--- config.mk ---
export PLATFORM = sky130hd
export DESIGN_NAME = prc_cordic_stage
export DESIGN_NICKNAME = d
export VERILOG_FILES = /design/src/rtl/prc_pkg.sv /design/src/rtl/prc_cordic_stage.sv
export SDC_FILE = /design/constraint.sdc
export NUM_CORES = 1
export LEC_CHECK = 0
export ABC_AREA = 1
export BUFFER_PORTS_ARGS = -buffer_cell sky130_fd_sc_hd__buf_2
export CELL_PAD_IN_SITES_DETAIL_PLACEMENT = 0
export CELL_PAD_IN_SITES_GLOBAL_PLACEMENT = 1
export CORE_UTILIZATION = 25
export CTS_CLUSTER_DIAMETER = 30
export DETAILED_ROUTE_END_ITERATION = 7
export GPL_ROUTABILITY_DRIVEN = 0
export PLACE_DENSITY_LB_ADDON = 0.1
export RECOVER_POWER = 25
export SLEW_MARGIN = 20
export SYNTH_ARGS = -nofsm -noshare
export SYNTH_HDL_FRONTEND = slang
export SYNTH_SLANG_ARGS = --single-unit
--- constraint.sdc ---
create_clock -name i_clk -period 1.5 [get_ports i_clk]
set_input_delay 0.15 -clock i_clk [delete_from_list [all_inputs] [get_ports i_clk]]
set_output_delay 0.15 -clock i_clk [all_outputs]
set_load 0.03 [all_outputs]
--- src/rtl/prc_pkg.sv ---
// ----------------------------------------------------------------------------
// prc_pkg
// Shared types, fixed-point constants and the arctangent table of the
// polar/rectangular CORDIC converter.
// ----------------------------------------------------------------------------
`default_nettype none

package prc_pkg;

    localparam int ITERATIONS_DEF  = 16;
    localparam int COORD_WIDTH_DEF = 16;

    // coordinate fraction bits carried through the iterations
    localparam int GUARD      = 8;
    // inverse CORDIC gain, 2^-20 units
    localparam int INVK_Q20   = 636751;
    localparam int INVK_FRAC  = 20;
    localparam int ANGLE_BITS = 16;
    localparam int TABLE_LEN  = 32;
    // angle accumulator: 2^-32 turn units, two bits of headroom
    localparam int Z_WIDTH    = 34;
    localparam int Z_FRAC     = 32 - ANGLE_BITS;

    localparam logic signed [Z_WIDTH-1:0] QUARTER_TURN = Z_WIDTH'(64'h4000_0000);
    localparam logic signed [Z_WIDTH-1:0] HALF_TURN    = Z_WIDTH'(64'h8000_0000);

    // atan(2^-i) in 2^-32 turn units
    localparam logic [31:0] ATAN_TURNS [TABLE_LEN] = '{
        32'h20000000, 32'h12E4051E, 32'h09FB385B, 32'h051111D4,
        32'h028B0D43, 32'h0145D7E1, 32'h00A2F61E, 32'h00517C55,
        32'h0028BE53, 32'h00145F2F, 32'h000A2F98, 32'h000517CC,
        32'h00028BE6, 32'h000145F3, 32'h0000A2FA, 32'h0000517D,
        32'h000028BE, 32'h0000145F, 32'h00000A30, 32'h00000518,
        32'h0000028C, 32'h00000146, 32'h000000A3, 32'h00000051,
        32'h00000029, 32'h00000014, 32'h0000000A, 32'h00000005,
        32'h00000003, 32'h00000001, 32'h00000001, 32'h00000000
    };

    typedef enum logic {
        OP_TO_RECT  = 1'b0,
        OP_TO_POLAR = 1'b1
    } t_op;

    typedef struct packed {
        logic valid;
        t_op  op;
        logic zero;
    } t_ctrl;

endpackage

`default_nettype wire

--- src/rtl/prc_cordic_stage.sv ---
// ----------------------------------------------------------------------------
// prc_cordic_stage
// One registered CORDIC micro-rotation with a fixed shift; rotation or
// vectoring direction chosen per request.
// ----------------------------------------------------------------------------
`default_nettype none

module prc_cordic_stage
    import prc_pkg::*;
#(
    parameter int DW    = COORD_WIDTH_DEF + GUARD + 3,
    parameter int SHIFT = 0
) (
    input  logic                      i_clk,
    input  logic                      i_rst_n,
    input  t_ctrl                     i_ctrl,
    input  logic signed [DW-1:0]      i_x,
    input  logic signed [DW-1:0]      i_y,
    input  logic signed [Z_WIDTH-1:0] i_z,
    output t_ctrl                     o_ctrl,
    output logic signed [DW-1:0]      o_x,
    output logic signed [DW-1:0]      o_y,
    output logic signed [Z_WIDTH-1:0] o_z
);

    localparam logic signed [Z_WIDTH-1:0] ATAN_STEP = Z_WIDTH'(ATAN_TURNS[SHIFT]);

    t_ctrl                     r_ctrl;
    logic signed [DW-1:0]      r_x, r_y, n_x, n_y;
    logic signed [Z_WIDTH-1:0] r_z, n_z;
    logic signed [DW-1:0]      w_dx, w_dy;
    logic                      w_down;

    assign w_dx = i_y >>> SHIFT;
    assign w_dy = i_x >>> SHIFT;
    // vectoring drives y to zero, rotation drives the angle to zero
    assign w_down = (i_ctrl.op == OP_TO_POLAR) ? i_y[DW-1] : ~i_z[Z_WIDTH-1];

    always_comb begin
        if (w_down) begin
            n_x = i_x - w_dx;
            n_y = i_y + w_dy;
            n_z = i_z - ATAN_STEP;
        end else begin
            n_x = i_x + w_dx;
            n_y = i_y - w_dy;
            n_z = i_z + ATAN_STEP;
        end
    end

    always_ff @(posedge i_clk) begin
        if (!i_rst_n) begin
            r_ctrl <= '0;
        end else begin
            r_ctrl <= i_ctrl;
        end
        r_x <= n_x;
        r_y <= n_y;
        r_z <= n_z;
    end

    assign o_ctrl = r_ctrl;
    assign o_x    = r_x;
    assign o_y    = r_y;
    assign o_z    = r_z;

endmodule

`default_nettype wire

==> results of run 1 <==
==> per-stage QoR <==
stage               std cells  utilization  instance area (sq um)  setup WS, ns  total power, mW
floorplan                1253            -                   8070       -0.0192             5.70
global placement         2012        0.352                  10900        -0.632             7.62
detailed placement       2012        0.352                  10900        -0.620             7.62
CTS                      2061        0.381                  11800       0.00124             10.3
global route             2068        0.401                  12400       -0.0191             11.1
finish                   2068        0.401                  12400        0.0351             10.4
==> synth_stat cells (22+ instances only) <==
cell type	count	share of area
a21oi_1	84	0.053
dfxtp_1	90	0.23
ha_1	81	0.13
inv_1	176	0.083
inv_2	22	0.010
nand2_1	377	0.18
nand3_1	111	0.070
nand4_1	26	0.020
nor2_1	61	0.029
nor2_2	22	0.017
o21ai_0	32	0.020
o21ai_1	22	0.014
xor2_1	26	0.029
==> registers in the layout, indices dropped and copies added, names as in the netlist <==
name,count
o_x,26
o_ctrl,3
o_y,27
o_z,34
==> power breakdown <==
part,internal [mW],switching (mW),total [mW]
Clock,1.27,1.08,2.35
Sequential,2.76,0.0869,2.84
Combinational,2.05,3.18,5.23
Total,6.08,4.34,10.4
==> what timing repair did <==
action | in CTS | in global routing
buffers inserted | 0 | 7
hold buffers | 35 | 0
pin swaps | 4 | 37
gates resized for setup | 53 | 159
hold endpoints to repair | 33 | 0
endpoints found under the setup margin | 39 | 39
==> layout by cell type, fill, tap and decap left out, drive strengths merged <==
| cell | n |
|---|---|
| o21bai | 13 |
| xnor2 | 1 |
| nor2 | 87 |
| o21ai | 54 |
| or2 | 2 |
| nand3 | 113 |
| clkbuf | 15 |
| inv | 199 |
| nor4 | 1 |
| bufinv | 1 |
| o21a | 1 |
| and2 | 3 |
| buf | 400 |
| nand4 | 26 |
| and3 | 1 |
| a21boi | 2 |
| fa | 4 |
| nor2b | 3 |
| clkinv | 8 |
| a22oi | 2 |
| dfxtp | 90 |
| nand2 | 396 |
| o22ai | 2 |
| dlygate4sd3 | 35 |
| a21o | 1 |
| xor2 | 26 |
| a31oi | 2 |
| nor3 | 7 |
| ha | 81 |
| nand3b | 1 |
| a21oi | 95 |
==> worst max-delay path by stage <==
stage               startpoint       to  slack [ns]  depth (start not counted)
floorplan              i_x[19]  o_x[24]       -0.02                         13
global placement       i_x[20]  o_y[21]       -0.63                         12
detailed placement     i_x[12]  o_y[21]       -0.62                         12
CTS                     i_x[3]   o_y[9]       0.001                         12
global route            i_y[0]  o_y[16]       -0.02                         14
finish                 i_x[16]  o_y[21]        0.04                         13
==> logic make-up after synthesis <==
family          synth area share
simple gates               0.357
xor+xnor                  0.0297
flops                      0.226
buf+inv                    0.130
fa+ha+maj                  0.137
compound gates             0.120
==> layout make-up <==
type / instances / area [sq um]
Sequential cell: 90 / 1800
Fill cell: 3344 / 18500
Multi-Input combinational cell: 924 / 6060
Tap cell: 396 / 495
Inverter: 203 / 769
Clock buffer: 9 / 225
Timing Repair Buffer: 441 / 3030
Clock inverter: 5 / 57.6
==> routing by layer <==
layer  part of all wire  vias to the layer above  GRT usage
li1                   -                     4764          -
met1               0.48                     4154      0.257
met2               0.47                      199      0.337
met3              0.032                       30     0.0241
met4              0.023                        0     0.0680
met5                  0                        -          0
==> metrics.txt, run 1 <==
CP top delay family simple AND/OR/NAND/NOR gates; clk slew on worst S/H paths 0.08 ns; port buffer count 183; yosys warns 0; first-pass GRT wire length 49.3 mm; Sink Count 90; nets 1847; CTS Buf Count 9; Distinct cells, synth 43; via count 9147; hold depth 3; Routed WL 32.1 mm; Synth Net Count 1431; chip height 180 um; worst path bufs/invs 5; peak supply drop 0.548 mV; Chip Width 180 um; CTS tree built; origin of the worst min-delay path i_ctrl[1]; sequential area share after synthesis 0.226; hold_ws 0.0372 ns; Leak 6.49 nW; max incr delay on CP 0.24 ns; initial antenna violation count 0; Crit path required time 1.77 ns; io pins 184; Initial Util 0.257; FFs w/ async S/R, synth 0; Routed WL per cell 15.5 um; final slew viol count 0; ant diodes 0; status finished, final reports clean; Endpoint, Worst Hold o_ctrl[1]; Core Area 31000 sq um; Highest Clock Rate 0.683 GHz; WS Path Type primary input to flop; num rows 64; Rel. slew slack 0.759; drt pass-1 iters 7; vias per inst 4.42; crit-path cells buf_2, inv_1, ha_4, buf_4, nor2_4, inv_2, buf_4, nor3_4, nand3_2, nand3_1, nand2_1, nand3_1, nand2_1; layout cells sized above 1 0.399; RSZ-0062 raised after global routing true; #FFs+latches synth 90; ANT nets after route 0; Area Overhead vs Synth 56.2%; hpwl dp 26.8 mm; grt ovf 0; synthesized instance count 1253; Initial DRC Count 368; Slew @ Worst Pin 0.358 ns; die area 32600 sq um; gr usage total 0.198; Setup TNS 0 ns; largest net degree at the start of global routing 22; number of global-route vias before repair 9071; top_reg_cell synth dfxtp_1; CTS root buffer clkbuf_16; CTS HTree Levels 3; drt drc 0; syn_area_per_cell 6.36 sq um; Hold Vio Cnt, Final 0; clock buffer depth 2; Hold Path Class primary input to flop; Arrival @ worst endpoint 1.73 ns; Tcrit/Tclk final 0.977; Setup crit end kind flop; setup violators final 0; Max Cap Viol 0; fin crit period 1.46 ns; slowest CP cell ha_4; Post-synth EDFFs 0; crit-path max FO 8; cell area after synthesis 7960 sq um; PwrDens 838 nW/um^2; Worst setup SP type primary input
Power figures use the tool's default switching activity.
==> run 2: changes to the inputs <==
--- a/config.mk
+++ b/config.mk
@@ -9,6 +9,7 @@
 export BUFFER_PORTS_ARGS = -buffer_cell sky130_fd_sc_hd__buf_2
 export CELL_PAD_IN_SITES_DETAIL_PLACEMENT = 0
 export CELL_PAD_IN_SITES_GLOBAL_PLACEMENT = 1
+export CORE_ASPECT_RATIO = 0.6
 export CORE_UTILIZATION = 25
 export CTS_CLUSTER_DIAMETER = 30
 export DETAILED_ROUTE_END_ITERATION = 7
==> run 2 against run 1 <==
  * Combinational power up 8.2%
  * Sequential share of layout area down 0.84 points
  * Critical path depth is 2 lower
  * Cell count is 3.7% higher
  * Worst setup slack worse by 0.013 ns
  * Design area is 6.2% higher
  * Global-route usage grew 1.3 points
  * Critical endpoint is now o_x[12]
  * Highest routed layer unchanged
==> metrics.txt, run 2 (synthesis results as in run 1) <==
Largest register FFs 34 (unchanged); Area Overhead vs Synth 65.9%; Critical Path Source i_x[0]; Initial Util 0.255 (-0.00238); Core Area 31300 sq um (+0.94%); Chip Width 232 um (+29%); most frequent cells in the layout nand2_1 (331), buf_4 (261), buf_2 (178), inv_1 (162), nand3_1 (91); Sequential Power Share 0.260 (-0.013); port buffer count 183 (unchanged); Hold Path Class primary input to flop; Sink Count 90 (unchanged); CTS Buf Count 9 (unchanged); Logic pwr share 0.517 (+0.015); initial antenna violation count 0 (unchanged); Arrival @ worst endpoint 1.75 ns (+0.02 ns); Top Usage Layer GRT met1; Hold Vio Cnt, Final 0 (unchanged); first-pass GRT wire length 51.3 mm (+4.1%); Slew @ Worst Pin 0.550 ns (+0.192 ns); Leak 6.92 nW (+6.6%); Setup crit end kind flop; M1 GR Usage 0.345 (+0.0879); WS Path Type primary input to flop; DP Cell Count 2080 (+3.4%); Crit path required time 1.77 ns (about the same); hpwl dp 29.0 mm (+8.4%); most common cell after layout, fill and taps aside nand2_1; status finished, final reports clean; M2 GR Usage 0.275 (-0.0620); peak supply drop 0.533 mV (-2.7%); PwrDens 830 nW/um^2 (-0.90%); Max Cap Viol 0 (unchanged); Net Switching 4.78 mW (+9.9%); Routed WL per cell 16.2 um (+4.5%); clock buffer depth 2 (unchanged); CTS HTree Levels 3 (unchanged); Rel. slew slack 0.631 (-0.128); Routed WL 34.8 mm (+8.3%); io pins 184 (unchanged); ant diodes 0 (unchanged); drt drc 0 (unchanged); Initial DRC Count 508 (+38%); layout cells sized above 1 0.434 (+0.0349); drt pass-1 iters 5 (-2); CTS tree built; setup violators final 0 (unchanged); Clk pwr share 0.223 (-0.003); Switching Share 0.436 (+0.0185); num rows 50 (-22%); Final Power 11.0 mW (+5.2%); final slew viol count 0 (unchanged); vias per inst 4.40 (-0.62%); Highest Clock Rate 0.677 GHz (-0.87%); Worst setup SP type primary input; gr usage total 0.211 (+0.0130); hold_ws 0.0384 ns (+0.00123 ns); Setup TNS 0 ns (unchanged); nets 1902 (+3.0%); ANT nets after route 0 (unchanged); RSZ-0062 raised after global routing true; Cell Int Power 6.19 mW (+1.9%); clk slew on worst S/H paths 0.08 ns (about the same); grt ovf 0 (unchanged); CP endpoint o_x[12]; chip height 140 um (-22%); number of global-route vias before repair 8903 (-1.9%); grt met3 use 0.0399 (+0.0159); Cell Count, Final, Fillers Out 2145 (+3.7%); via count 9429 (+3.1%); crit-path max FO 3 (-5); die area 32600 sq um (about the same); largest net degree at the start of global routing 24 (+9.1%); fin crit period 1.48 ns (+0.0129 ns); Tcrit/Tclk final 0.985 (+0.00859); CTS root buffer clkbuf_16
==> run 2: changes by cell type in the layout (fill, tap and decap cells not counted), moves of 5 or more <==
cell      delta
buf_12       +6
buf_2        +5
buf_4       +44
clkbuf_1     -5
nand2_1      -5
nand3_1      -5
nand3_2      +5
nor2_2       -5
nor2_4       +9
==> run 2: area by class of cell <==
cell class / instances / area (sq um)
clock buffer: 9 / 225
clock inverter: 7 / 81.3
fill: 3403 / 18100
inverter: 203 / 785
multi-input combinational: 924 / 6240
sequential: 90 / 1800
tap: 416 / 520
timing repair buffer: 496 / 3560
==> run 2: layer usage <==
| layer | wire length, um | vias to the layer above | part of all wire |
|---|---|---|---|
| li1 | - | 4893 | - |
| met1 | 19500 | 4298 | 0.56 |
| met2 | 13100 | 217 | 0.38 |
| met3 | 1860 | 21 | 0.053 |
| met4 | 314 | 0 | 0.0090 |
| met5 | 0 | - | 0 |
==> run 2: through the flow <==
| stage | utilization | setup WS (ns) | area, sq um |
|---|---|---|---|
| final | 0.422 | 0.0222 | 13200 |
| after global routing | 0.422 | -0.0783 | 13200 |
| after CTS | 0.394 | -0.00328 | 12300 |
| after detailed placement | 0.363 | -0.684 | 11400 |
| after global placement | 0.363 | -0.681 | 11400 |
| after floorplan | - | -0.0192 | 8070 |
==> run 2: worst min path at each step <==
stage	endpoint	cells after the start	slack, ns	start
final	o_ctrl[1]	3	0.04	i_ctrl[1]
after global routing	o_ctrl[1]	3	0.04	i_ctrl[1]
after CTS	o_ctrl[1]	3	0.02	i_ctrl[1]
after detailed placement	o_z[5]	1	0.25	i_z[5]
after global placement	o_z[24]	1	0.25	i_z[24]
after floorplan	o_z[0]	0	0.18	i_z[0]
==> run 2: critical path: stages <==
cell and delay (ns):
buf_8 0.11, ha_4 0.15, fa_2 0.39, nand2_2 0.09, nand2_2 0.06, and2_4 0.18, nand3_2 0.09, buf_4 0.10
nand4_1 0.18, a21oi_2 0.20, a21oi_2 0.05
==> run 2: power groups by stage <==
stage / clock [mW] / sequential [mW] / combinational, mW
6_report: 2.45 / 2.85 / 5.66
5_1_grt: 2.67 / 2.89 / 6.11
4_1_cts: 2.59 / 2.86 / 5.22
3_5_place_dp: 0 / 2.91 / 4.98
3_3_place_gp: 0 / 2.91 / 4.98
2_1_floorplan: 0 / 3.65 / 2.05
==> run 2: timing repair <==
action,CTS,global route
setup buffers,2,12
gates resized for setup,62,203
hold endpoints to repair,33,0
pin swaps,13,64
hold buffers,35,0
endpoints found under the setup margin,41,42
==> run 3: changes to the inputs <==
--- a/config.mk
+++ b/config.mk
@@ -10,7 +10,8 @@
 export CELL_PAD_IN_SITES_DETAIL_PLACEMENT = 0
 export CELL_PAD_IN_SITES_GLOBAL_PLACEMENT = 1
 export CORE_ASPECT_RATIO = 0.6
-export CORE_UTILIZATION = 25
+export CORE_UTILIZATION = 30
+export CTS_BUF_LIST = sky130_fd_sc_hd__clkbuf_8
 export CTS_CLUSTER_DIAMETER = 30
 export DETAILED_ROUTE_END_ITERATION = 7
 export GPL_ROUTABILITY_DRIVEN = 0
==> run 3 against run 2 <==
  * Worst hold slack better by 0.0020 ns
  * Largest power group unchanged
  * Maximum frequency rose by 0.75%
  * Worst setup slack better by 0.011 ns
  * Highest routed layer unchanged
  * Sequential share of layout area grew 1.2 points
  * Sequential power hardly changed
  * Routed wire length fell by 7.5%
  * Die area down 16%
==> metrics.txt, run 3 (synthesis results as in run 1) <==
CTS HTree Levels 3 (unchanged); Max Cap Viol 0 (unchanged); crit-path max FO 4 (+1); Top Usage Layer GRT met1; port buffer count 183 (unchanged); M2 GR Usage 0.324 (+0.0496); Layout Utilization 0.473 (+0.0509); CTS root buffer clkbuf_8; hpwl dp 27.4 mm (-5.5%); Chip Width 212 um (-8.6%); max incr delay on CP 0.37 ns (-0.02 ns); setup violators final 0 (unchanged); WS Path Type primary input to flop; Setup crit end kind flop; Initial DRC Count 540 (+6.3%); Area Overhead vs Synth 52.6%; Arrival @ worst endpoint 1.77 ns (+0.02 ns); Routed WL per cell 15.8 um (-2.5%); Slew @ Worst Pin 0.371 ns (-0.180 ns); ant diodes 0 (unchanged); status finished, final reports clean; crit-path cells buf_4, clkbuf_1, ha_4, fa_2, inv_2, nand2_2, nand3_4, buf_4, nand2_1, nand3_1, nand2_1, nand3_1, nand2_1; PwrDens 809 nW/um^2 (-2.5%); fillers 2747 (-19%); Largest register FFs 34 (unchanged); nets 1856 (-2.4%); grt met3 use 0.0581 (+0.0182); Most Frequent Cell on Critical Path nand2_1; gr usage total 0.240 (+0.0291); drt pass-1 iters 7 (+2); Highest Clock Rate 0.682 GHz (+0.75%); io pins 184 (unchanged); ANT nets after route 0 (unchanged); Hold Path Class primary input to flop; number of global-route vias before repair 8626 (-3.1%); area of the multi-input gates 5810 sq um (-7.0%); dpl ws -0.682 ns (+0.00224 ns); PnR worst setup slack 0.0332 ns (+0.0110 ns); drt drc 0 (unchanged); Hold Vio Cnt, Final 0 (unchanged); RSZ-0062 raised after global routing true; register cell area after layout 1800 sq um (unchanged); M1 GR Usage 0.376 (+0.0315); first-pass GRT wire length 48.5 mm (-5.5%); final slew viol count 0 (unchanged); most common cell after layout, fill and taps aside nand2_1; worst path bufs/invs 4 (+2); Tcrit/Tclk final 0.978 (-0.00734); Routed WL 32.2 mm (-7.5%); layout cells sized above 1 0.364 (-0.0701); Core Area 25700 sq um (-18%); CTS tree built; vias per inst 4.51 (+2.5%); CP top delay family simple AND/OR/NAND/NOR gates; die area 27200 sq um (-16%); grt ovf 0 (unchanged); Initial Util 0.310 (+0.0556); peak supply drop 0.557 mV (+4.4%); fin crit period 1.47 ns (-0.0110 ns); clock buffer depth 2 (unchanged); Setup TNS 0 ns (unchanged); initial antenna violation count 0 (unchanged); Final Power 9.83 mW (-10%); via count 9170 (-2.7%); Rel. slew slack 0.751 (+0.120); num rows 45 (-10%); most frequent cells in the layout nand2_1 (354), buf_4 (219), buf_2 (174), inv_1 (170), nand3_1 (104); chip height 128 um (-8.6%); Sink Count 90 (unchanged); slowest CP cell fa_2; Crit path required time 1.81 ns (+0.04 ns); CTS Buf Count 9 (unchanged); Leak 6.48 nW (-6.4%); Worst setup SP type primary input; largest net degree at the start of global routing 20 (-17%); clk slew on worst S/H paths 0.11 ns (+0.03 ns)
run 3: area by class of cell:
type / instances / area share
Tap cell: 352 / 0.0362
Timing Repair Buffer: 450 / 0.257
Sequential cell: 90 / 0.148
Inverter: 203 / 0.0633
Clock inverter: 7 / 0.00710
Clock buffer: 9 / 0.0102
Multi-Input combinational cell: 924 / 0.478
run 3: what timing repair did:
action,4_1_cts,5_1_grt
hold buffers,37,0
endpoints found under the hold margin,34,0
endpoints found under the setup margin,30,38
pin swaps,3,32
resized for setup,22,108
setup buffers,0,6
run 3: worst paths after layout:
check | startpoint | endpoint | depth (start not counted)
setup / recovery | i_x[0] | o_y[20] | 13
hold / removal | i_y[0] | o_y[0] | 3
run 3: tightest hold or removal path: cells and delay by family:
family | cells | cell delay [ns]
fa+ha+maj | 1 | 0.13
buf+inv | 2 | 0.16
run 3: power by group:
| group | switching [mW] | internal, mW |
|---|---|---|
| sequential | 0.0947 | 2.75 |
| combinational | 3.20 | 2.00 |
| clock | 1.13 | 0.662 |
run 3: per-layer routing:
layer  wire, um  share of wire
met5          0              0
met2      12300           0.38
met4        222         0.0069
met1      17400           0.54
met3       2250          0.070
run 3: per-stage QoR:
stage	hold slack, ns	cell area, sq um	instances
floorplan	0.178	8070	1253
global placement	0.253	11000	1976
detailed placement	0.254	11000	1976
CTS	0.00733	11600	2029
global route	0.0483	12200	2035
finish	0.0404	12200	2035
